[src/lcss_pkg.sv]
package lcss_pkg;

   localparam int IN_W   = 32;
   localparam int MOD_W  = 31;
   localparam int RES_W  = 62;
   localparam int MUL_W  = MOD_W + 2;
   localparam int WIDE_W = RES_W + MOD_W + 1;
   localparam int CNT_W  = $clog2(RES_W);

   localparam logic [1:0] STAT_OK    = 2'd0;
   localparam logic [1:0] STAT_NOSOL = 2'd1;
   localparam logic [1:0] STAT_OVF   = 2'd2;

   typedef struct packed {
      logic signed [IN_W-1:0] coef;
      logic signed [IN_W-1:0] rhs;
      logic [MOD_W-1:0]       modulus;
      logic                   last;
   } req_type;

   typedef struct packed {
      logic [RES_W-1:0] residue;
      logic [RES_W-1:0] combined_modulus;
      logic [1:0]       status;
      logic             final_res;
   } rsp_type;

   typedef enum logic [5:0] {
      OP_IDLE, OP_LOAD, OP_FAIL, OP_OUT,
      OP_DIV_A, OP_SET_AR, OP_DIV_B, OP_SET_BR,
      OP_EU_INIT1, OP_EU_INIT2, OP_DIV_EU, OP_EU_MUL, OP_EU_STEP,
      OP_SET_G, OP_DIV_BG, OP_SET_BG, OP_DIV_M2, OP_SET_M2,
      OP_DIV_INV, OP_SET_INV, OP_MUL_R2, OP_DIV_R2, OP_SET_R2,
      OP_DIV_MR, OP_SET_G2, OP_DIV_RM, OP_SET_D, OP_DIV_D, OP_SET_DQ,
      OP_DIV_M1G, OP_SET_M1G, OP_MUL_OV_LO, OP_MUL_OV_HI, OP_SUM_OV, OP_SET_NM,
      OP_DIV_M2G, OP_SET_M2G, OP_DIV_INV2, OP_SET_INV2, OP_MUL_T, OP_DIV_T,
      OP_SET_T, OP_MUL_R_LO, OP_MUL_R_HI, OP_SUM_R, OP_COMMIT
   } op_type;

   typedef enum logic [5:0] {
      S_IDLE, S_CHK, S_DWAIT, S_AR, S_DB, S_BR, S_EU1, S_EU_TEST, S_EU_MUL,
      S_EU_STEP, S_G, S_DBG, S_BG, S_DM2, S_M2, S_DINV, S_INV, S_MR2, S_DR2,
      S_R2, S_DMR, S_EU2, S_G2, S_DRM, S_D, S_DD, S_DQ, S_DM1G, S_M1G,
      S_OVLO, S_OVHI, S_OVSUM, S_OVCHK, S_DM2G, S_M2G, S_DINV2, S_INV2,
      S_MT, S_DT, S_T, S_RLO, S_RHI, S_RSUM, S_COMMIT, S_OUT
   } state_type;

   typedef struct packed {
      op_type     op;
      logic [1:0] code;
   } cmd_type;

   typedef struct packed {
      logic div_done;
      logic r1_zero;
      logic rem_zero;
      logic m_zero;
      logic fail_set;
      logic ovf;
      logic out_free;
   } sts_type;

endpackage

[src/lcss_ctrl.sv]
module lcss_ctrl (
   input  logic              clock,
   input  logic              reset,
   input  logic              req_valid,
   output logic              req_stall,
   output lcss_pkg::cmd_type cmd,
   input  lcss_pkg::sts_type sts
);
   lcss_pkg::state_type state_ff, state_in;
   lcss_pkg::state_type div_ret_ff, div_ret_in;
   lcss_pkg::state_type eu_ret_ff, eu_ret_in;

   always_ff @(posedge clock) begin
      if (reset) begin
         state_ff   <= lcss_pkg::S_IDLE;
         div_ret_ff <= lcss_pkg::S_IDLE;
         eu_ret_ff  <= lcss_pkg::S_IDLE;
      end else begin
         state_ff   <= state_in;
         div_ret_ff <= div_ret_in;
         eu_ret_ff  <= eu_ret_in;
      end
   end

   always_comb begin
      state_in   = state_ff;
      div_ret_in = div_ret_ff;
      eu_ret_in  = eu_ret_ff;
      cmd.op     = lcss_pkg::OP_IDLE;
      cmd.code   = lcss_pkg::STAT_OK;
      req_stall  = 1'b1;
      case (state_ff)
         lcss_pkg::S_IDLE: begin
            req_stall = 1'b0;
            if (req_valid) begin
               cmd.op   = lcss_pkg::OP_LOAD;
               state_in = lcss_pkg::S_CHK;
            end
         end
         lcss_pkg::S_CHK: begin
            if (sts.fail_set) begin
               state_in = lcss_pkg::S_OUT;
            end else if (sts.m_zero) begin
               cmd.op   = lcss_pkg::OP_FAIL;
               cmd.code = lcss_pkg::STAT_NOSOL;
               state_in = lcss_pkg::S_OUT;
            end else begin
               cmd.op     = lcss_pkg::OP_DIV_A;
               div_ret_in = lcss_pkg::S_AR;
               state_in   = lcss_pkg::S_DWAIT;
            end
         end
         lcss_pkg::S_DWAIT: if (sts.div_done) state_in = div_ret_ff;
         lcss_pkg::S_AR: begin cmd.op = lcss_pkg::OP_SET_AR; state_in = lcss_pkg::S_DB; end
         lcss_pkg::S_DB: begin
            cmd.op = lcss_pkg::OP_DIV_B; div_ret_in = lcss_pkg::S_BR;
            state_in = lcss_pkg::S_DWAIT;
         end
         lcss_pkg::S_BR: begin cmd.op = lcss_pkg::OP_SET_BR; state_in = lcss_pkg::S_EU1; end
         lcss_pkg::S_EU1: begin
            cmd.op = lcss_pkg::OP_EU_INIT1; eu_ret_in = lcss_pkg::S_G;
            state_in = lcss_pkg::S_EU_TEST;
         end
         lcss_pkg::S_EU_TEST: begin
            if (sts.r1_zero) begin
               state_in = eu_ret_ff;
            end else begin
               cmd.op = lcss_pkg::OP_DIV_EU; div_ret_in = lcss_pkg::S_EU_MUL;
               state_in = lcss_pkg::S_DWAIT;
            end
         end
         lcss_pkg::S_EU_MUL: begin cmd.op = lcss_pkg::OP_EU_MUL; state_in = lcss_pkg::S_EU_STEP; end
         lcss_pkg::S_EU_STEP: begin
            cmd.op = lcss_pkg::OP_EU_STEP; state_in = lcss_pkg::S_EU_TEST;
         end
         lcss_pkg::S_G: begin cmd.op = lcss_pkg::OP_SET_G; state_in = lcss_pkg::S_DBG; end
         lcss_pkg::S_DBG: begin
            cmd.op = lcss_pkg::OP_DIV_BG; div_ret_in = lcss_pkg::S_BG;
            state_in = lcss_pkg::S_DWAIT;
         end
         lcss_pkg::S_BG: begin
            if (!sts.rem_zero) begin
               cmd.op = lcss_pkg::OP_FAIL; cmd.code = lcss_pkg::STAT_NOSOL;
               state_in = lcss_pkg::S_OUT;
            end else begin
               cmd.op = lcss_pkg::OP_SET_BG; state_in = lcss_pkg::S_DM2;
            end
         end
         lcss_pkg::S_DM2: begin
            cmd.op = lcss_pkg::OP_DIV_M2; div_ret_in = lcss_pkg::S_M2;
            state_in = lcss_pkg::S_DWAIT;
         end
         lcss_pkg::S_M2: begin cmd.op = lcss_pkg::OP_SET_M2; state_in = lcss_pkg::S_DINV; end
         lcss_pkg::S_DINV: begin
            cmd.op = lcss_pkg::OP_DIV_INV; div_ret_in = lcss_pkg::S_INV;
            state_in = lcss_pkg::S_DWAIT;
         end
         lcss_pkg::S_INV: begin cmd.op = lcss_pkg::OP_SET_INV; state_in = lcss_pkg::S_MR2; end
         lcss_pkg::S_MR2: begin cmd.op = lcss_pkg::OP_MUL_R2; state_in = lcss_pkg::S_DR2; end
         lcss_pkg::S_DR2: begin
            cmd.op = lcss_pkg::OP_DIV_R2; div_ret_in = lcss_pkg::S_R2;
            state_in = lcss_pkg::S_DWAIT;
         end
         lcss_pkg::S_R2: begin cmd.op = lcss_pkg::OP_SET_R2; state_in = lcss_pkg::S_DMR; end
         lcss_pkg::S_DMR: begin
            cmd.op = lcss_pkg::OP_DIV_MR; div_ret_in = lcss_pkg::S_EU2;
            state_in = lcss_pkg::S_DWAIT;
         end
         lcss_pkg::S_EU2: begin
            cmd.op = lcss_pkg::OP_EU_INIT2; eu_ret_in = lcss_pkg::S_G2;
            state_in = lcss_pkg::S_EU_TEST;
         end
         lcss_pkg::S_G2: begin cmd.op = lcss_pkg::OP_SET_G2; state_in = lcss_pkg::S_DRM; end
         lcss_pkg::S_DRM: begin
            cmd.op = lcss_pkg::OP_DIV_RM; div_ret_in = lcss_pkg::S_D;
            state_in = lcss_pkg::S_DWAIT;
         end
         lcss_pkg::S_D: begin cmd.op = lcss_pkg::OP_SET_D; state_in = lcss_pkg::S_DD; end
         lcss_pkg::S_DD: begin
            cmd.op = lcss_pkg::OP_DIV_D; div_ret_in = lcss_pkg::S_DQ;
            state_in = lcss_pkg::S_DWAIT;
         end
         lcss_pkg::S_DQ: begin
            if (!sts.rem_zero) begin
               cmd.op = lcss_pkg::OP_FAIL; cmd.code = lcss_pkg::STAT_NOSOL;
               state_in = lcss_pkg::S_OUT;
            end else begin
               cmd.op = lcss_pkg::OP_SET_DQ; state_in = lcss_pkg::S_DM1G;
            end
         end
         lcss_pkg::S_DM1G: begin
            cmd.op = lcss_pkg::OP_DIV_M1G; div_ret_in = lcss_pkg::S_M1G;
            state_in = lcss_pkg::S_DWAIT;
         end
         lcss_pkg::S_M1G: begin cmd.op = lcss_pkg::OP_SET_M1G; state_in = lcss_pkg::S_OVLO; end
         lcss_pkg::S_OVLO: begin cmd.op = lcss_pkg::OP_MUL_OV_LO; state_in = lcss_pkg::S_OVHI; end
         lcss_pkg::S_OVHI: begin cmd.op = lcss_pkg::OP_MUL_OV_HI; state_in = lcss_pkg::S_OVSUM; end
         lcss_pkg::S_OVSUM: begin cmd.op = lcss_pkg::OP_SUM_OV; state_in = lcss_pkg::S_OVCHK; end
         lcss_pkg::S_OVCHK: begin
            if (sts.ovf) begin
               cmd.op = lcss_pkg::OP_FAIL; cmd.code = lcss_pkg::STAT_OVF;
               state_in = lcss_pkg::S_OUT;
            end else begin
               cmd.op = lcss_pkg::OP_SET_NM; state_in = lcss_pkg::S_DM2G;
            end
         end
         lcss_pkg::S_DM2G: begin
            cmd.op = lcss_pkg::OP_DIV_M2G; div_ret_in = lcss_pkg::S_M2G;
            state_in = lcss_pkg::S_DWAIT;
         end
         lcss_pkg::S_M2G: begin cmd.op = lcss_pkg::OP_SET_M2G; state_in = lcss_pkg::S_DINV2; end
         lcss_pkg::S_DINV2: begin
            cmd.op = lcss_pkg::OP_DIV_INV2; div_ret_in = lcss_pkg::S_INV2;
            state_in = lcss_pkg::S_DWAIT;
         end
         lcss_pkg::S_INV2: begin cmd.op = lcss_pkg::OP_SET_INV2; state_in = lcss_pkg::S_MT; end
         lcss_pkg::S_MT: begin cmd.op = lcss_pkg::OP_MUL_T; state_in = lcss_pkg::S_DT; end
         lcss_pkg::S_DT: begin
            cmd.op = lcss_pkg::OP_DIV_T; div_ret_in = lcss_pkg::S_T;
            state_in = lcss_pkg::S_DWAIT;
         end
         lcss_pkg::S_T: begin cmd.op = lcss_pkg::OP_SET_T; state_in = lcss_pkg::S_RLO; end
         lcss_pkg::S_RLO: begin cmd.op = lcss_pkg::OP_MUL_R_LO; state_in = lcss_pkg::S_RHI; end
         lcss_pkg::S_RHI: begin cmd.op = lcss_pkg::OP_MUL_R_HI; state_in = lcss_pkg::S_RSUM; end
         lcss_pkg::S_RSUM: begin cmd.op = lcss_pkg::OP_SUM_R; state_in = lcss_pkg::S_COMMIT; end
         lcss_pkg::S_COMMIT: begin cmd.op = lcss_pkg::OP_COMMIT; state_in = lcss_pkg::S_OUT; end
         lcss_pkg::S_OUT: begin
            if (sts.out_free) begin
               cmd.op = lcss_pkg::OP_OUT; state_in = lcss_pkg::S_IDLE;
            end
         end
         default: state_in = lcss_pkg::S_IDLE;
      endcase
   end
endmodule

[config.mk]
export PLATFORM = sky130hd
export DESIGN_NAME = lcss_ctrl
export DESIGN_NICKNAME = d
export VERILOG_FILES = /design/src/lcss_pkg.sv /design/src/lcss_ctrl.sv
export SDC_FILE = /design/constraint.sdc
export NUM_CORES = 1
export LEC_CHECK = 0
export BUFFER_PORTS_ARGS = -buffer_cell sky130_fd_sc_hd__buf_4
export CORE_MARGIN = 5
export CORE_UTILIZATION = 47
export DETAILED_ROUTE_END_ITERATION = 12
export PLACE_DENSITY = 0.68
export SLEW_MARGIN = 15
export SYNTH_ARGS = -nofsm -noshare
export SYNTH_HDL_FRONTEND = slang
export SYNTH_SLANG_ARGS = --single-unit
[constraint.sdc]
create_clock -name clock -period 2.2 [get_ports clock]
set_input_delay 0.44 -clock clock [delete_from_list [all_inputs] [get_ports clock]]
set_output_delay 0.44 -clock clock [all_outputs]
set_load 0.02 [all_outputs]
==> summary.txt <==
Status - finished, violations left
Failing checks - negative setup slack
Grt total ovfl - 0
GP Congestion - 1.09
Top Family by Delay on Critical Path - compound AO/OA/AOI/OAI gates
Drt drc - 0
Std cell rows - 23
Root Driver - clkbuf_8
Initial Util - 0.488
DRT Wirelength - 9.60 mm
CTS Buffer Depth - 2
Top_reg_cell synth - dfxtp_1
Clock Latency Late Sink - 270 ps
Vias - 2892
Hold WC Path Type - in -> reg
N_diodes - 0
Synth top area cells - dfxtp_1 (15%), o21ai_0 (6.9%), nor2b_1 (5.4%)
Power Total - 3680 uW
Clock skew - 6.98 ps
IO Pins - 19
Slew Limit Fails - 0
Routed Antenna Nets - 0
Iter 0 DRT Violations - 515
Syn avg cell area - 6.97 sq um
Slew @ Worst Pin - 475 ps
Max-cap violations - 0
GRT Total Usage - 0.333
Relative slew slack - 0.681
Crit share post-route - 1.05
DR WL/cell - 23.9 um
RSZ-0062 raised after global routing - yes
Antenna violations before repair - 0
Slowest CP cell - dfxtp_4
Static Leak - 0.00118 uW
Final hold vios - 0
Layout Cells excl Fill - 402
Layout cells sized above 1 - 0.429
Clock sinks - 15
Syn Inst Count - 280
Port Buffers - 18
CP arrival - 1880 ps
DP HPWL - 6.08 mm
Post-synth EDFFs - 0
Synthesized flop and latch total - 15
Largest net degree at the start of global routing - 23
Die ar. - 5540 sq um
Clock-pin slew on the worst setup and hold paths - 60 ps
Yosys top cell area share - 0.154
CP Class - reg -> out
Sum Neg Setup Slack - -427 ps
First-pass GRT wire length - 13.7 mm
Height of the chip - 74.4 um
Fin crit period - 2320 ps
Pre-antenna DRT Iters - 5
Post-Syn Nets - 290
Die width - 74.4 um
CP max FO - 16
Inserted Clock Buffers - 3
VDD IR max - 0.810 mV
Placed cell count - 364
CP cell instances - buf_12, nor2b_1, a32o_1, a211oi_4, nand4_1, buf_4
Seq/Total Area, Yosys - 0.154
Setup-failing EPs final - 8
Setup slack at placement - -3.64 ps
CTS tree - yes
Critical Path Sink Type - primary output
Routed vias/inst - 7.19
Fmax - 0.432 GHz
Synthesized area - 1950 sq um
CTS H-Tree Depth - 1
YS warnings - 0
Critical path's largest stage delay - 380 ps
Pwr Density - 1250 nW/um^2
Critical path required time - 1760 ps
Commonest cells in the netlist - nor2_1 (27), o21ai_0 (27), nand2_1 (22)
Vias in the first global route - 2529
Final WS setup - -117 ps
Area Overhead vs Synth - 51.1%
Critical path launch point type - flip-flop
Bufs and invs on worst path - 2
Post-synth top area cell - dfxtp_1
Final nets - 363
Ys async rst share - 0
Post-synthesis cell type count - 64
Core area - 4000 sq um
==> cells in the final DEF, fill, tap and decap left out, types with 3 or more instances in the layout <==
cell type / count
clkbuf_8: 3
buf_4: 79
nand2_1: 21
buf_12: 4
nor2b_1: 13
dfxtp_1: 9
nor2_1: 22
o22ai_1: 4
nand3_1: 8
buf_6: 7
a21oi_1: 9
a21oi_2: 3
nand2b_1: 9
nor2_2: 5
o211ai_1: 8
a32oi_1: 7
mux2i_1: 3
o21ai_1: 3
nand4_1: 7
a31oi_1: 7
inv_1: 3
nor2b_2: 3
dfxtp_4: 6
nor3_1: 3
o21ai_0: 23
==> flip-flops by register name (all words and copies together), names as in the netlist <==
register and cells:
div_ret_ff 6, eu_ret_ff 3, state_ff 6
==> metal layers <==
metal / global-route usage / vias up / part of all wire
li1: - / 1210 / -
met1: 0.443 / 1299 / 0.36
met2: 0.490 / 289 / 0.41
met3: 0.0865 / 94 / 0.14
met4: 0.174 / 0 / 0.088
met5: 0 / - / 0
==> where the power goes <==
group / switching, uW / internal [uW] / leakage, uW
clock: 119 / 126 / 0.0000255
sequential: 100 / 347 / 0.000126
combinational: 1630 / 1360 / 0.00103
==> cells by family (layout without fill, tap and decap cells) <==
group                     count (synthesis)  in the layout  share of synthesized area
muxes                                     3              3                     0.0154
DFF                                      15             15                      0.154
and+or+nand+nor                         128            128                      0.367
AOI/OAI and AO/OA                       100            100                      0.362
xor gates and xnor gates                  1              1                    0.00449
buffers and inverters                    33            105                     0.0974
==> final timing paths <==
| check | cells after the start | endpoint | slack, ps | start |
|---|---|---|---|---|
| max | 6 | cmd[4] | -120 | state_ff[1] |
| min | 2 | eu_ret_ff[2] | 470 | reset |
| max reg2reg | 12 | state_ff[0] | -60 | state_ff[4] |
| min reg2reg | 2 | div_ret_ff[5] | 480 | div_ret_ff[5] |
==> final cells by class <==
cell class | count | area (sq um)
fillers | 277 | 1050
multi-input cells | 232 | 1620
well taps | 50 | 62.6
flip-flops and latches | 15 | 323
repair buffers | 96 | 872
clock inverters | 1 | 5.00
clock buffers | 3 | 41.3
inverters | 5 | 25.0
==> stage by stage <==
stage | hold slack, ps | util | instance area, sq um
6_report | 472 | 0.737 | 2950
5_1_grt | 490 | 0.737 | 2950
4_1_cts | 470 | 0.666 | 2660
3_5_place_dp | 464 | 0.588 | 2350
3_3_place_gp | 464 | 0.588 | 2350
2_1_floorplan | 435 | - | 1960
==> what timing repair did <==
| action | in CTS | in global routing |
|---|---|---|
| buffers inserted | 16 | 14 |
| hold buffers | 0 | 0 |
| cloned | 2 | 2 |
| pin swaps | 10 | 12 |
| endpoints found under the setup margin | 8 | 9 |
| gates resized for setup | 27 | 47 |
(Power assumes the default switching activity.)
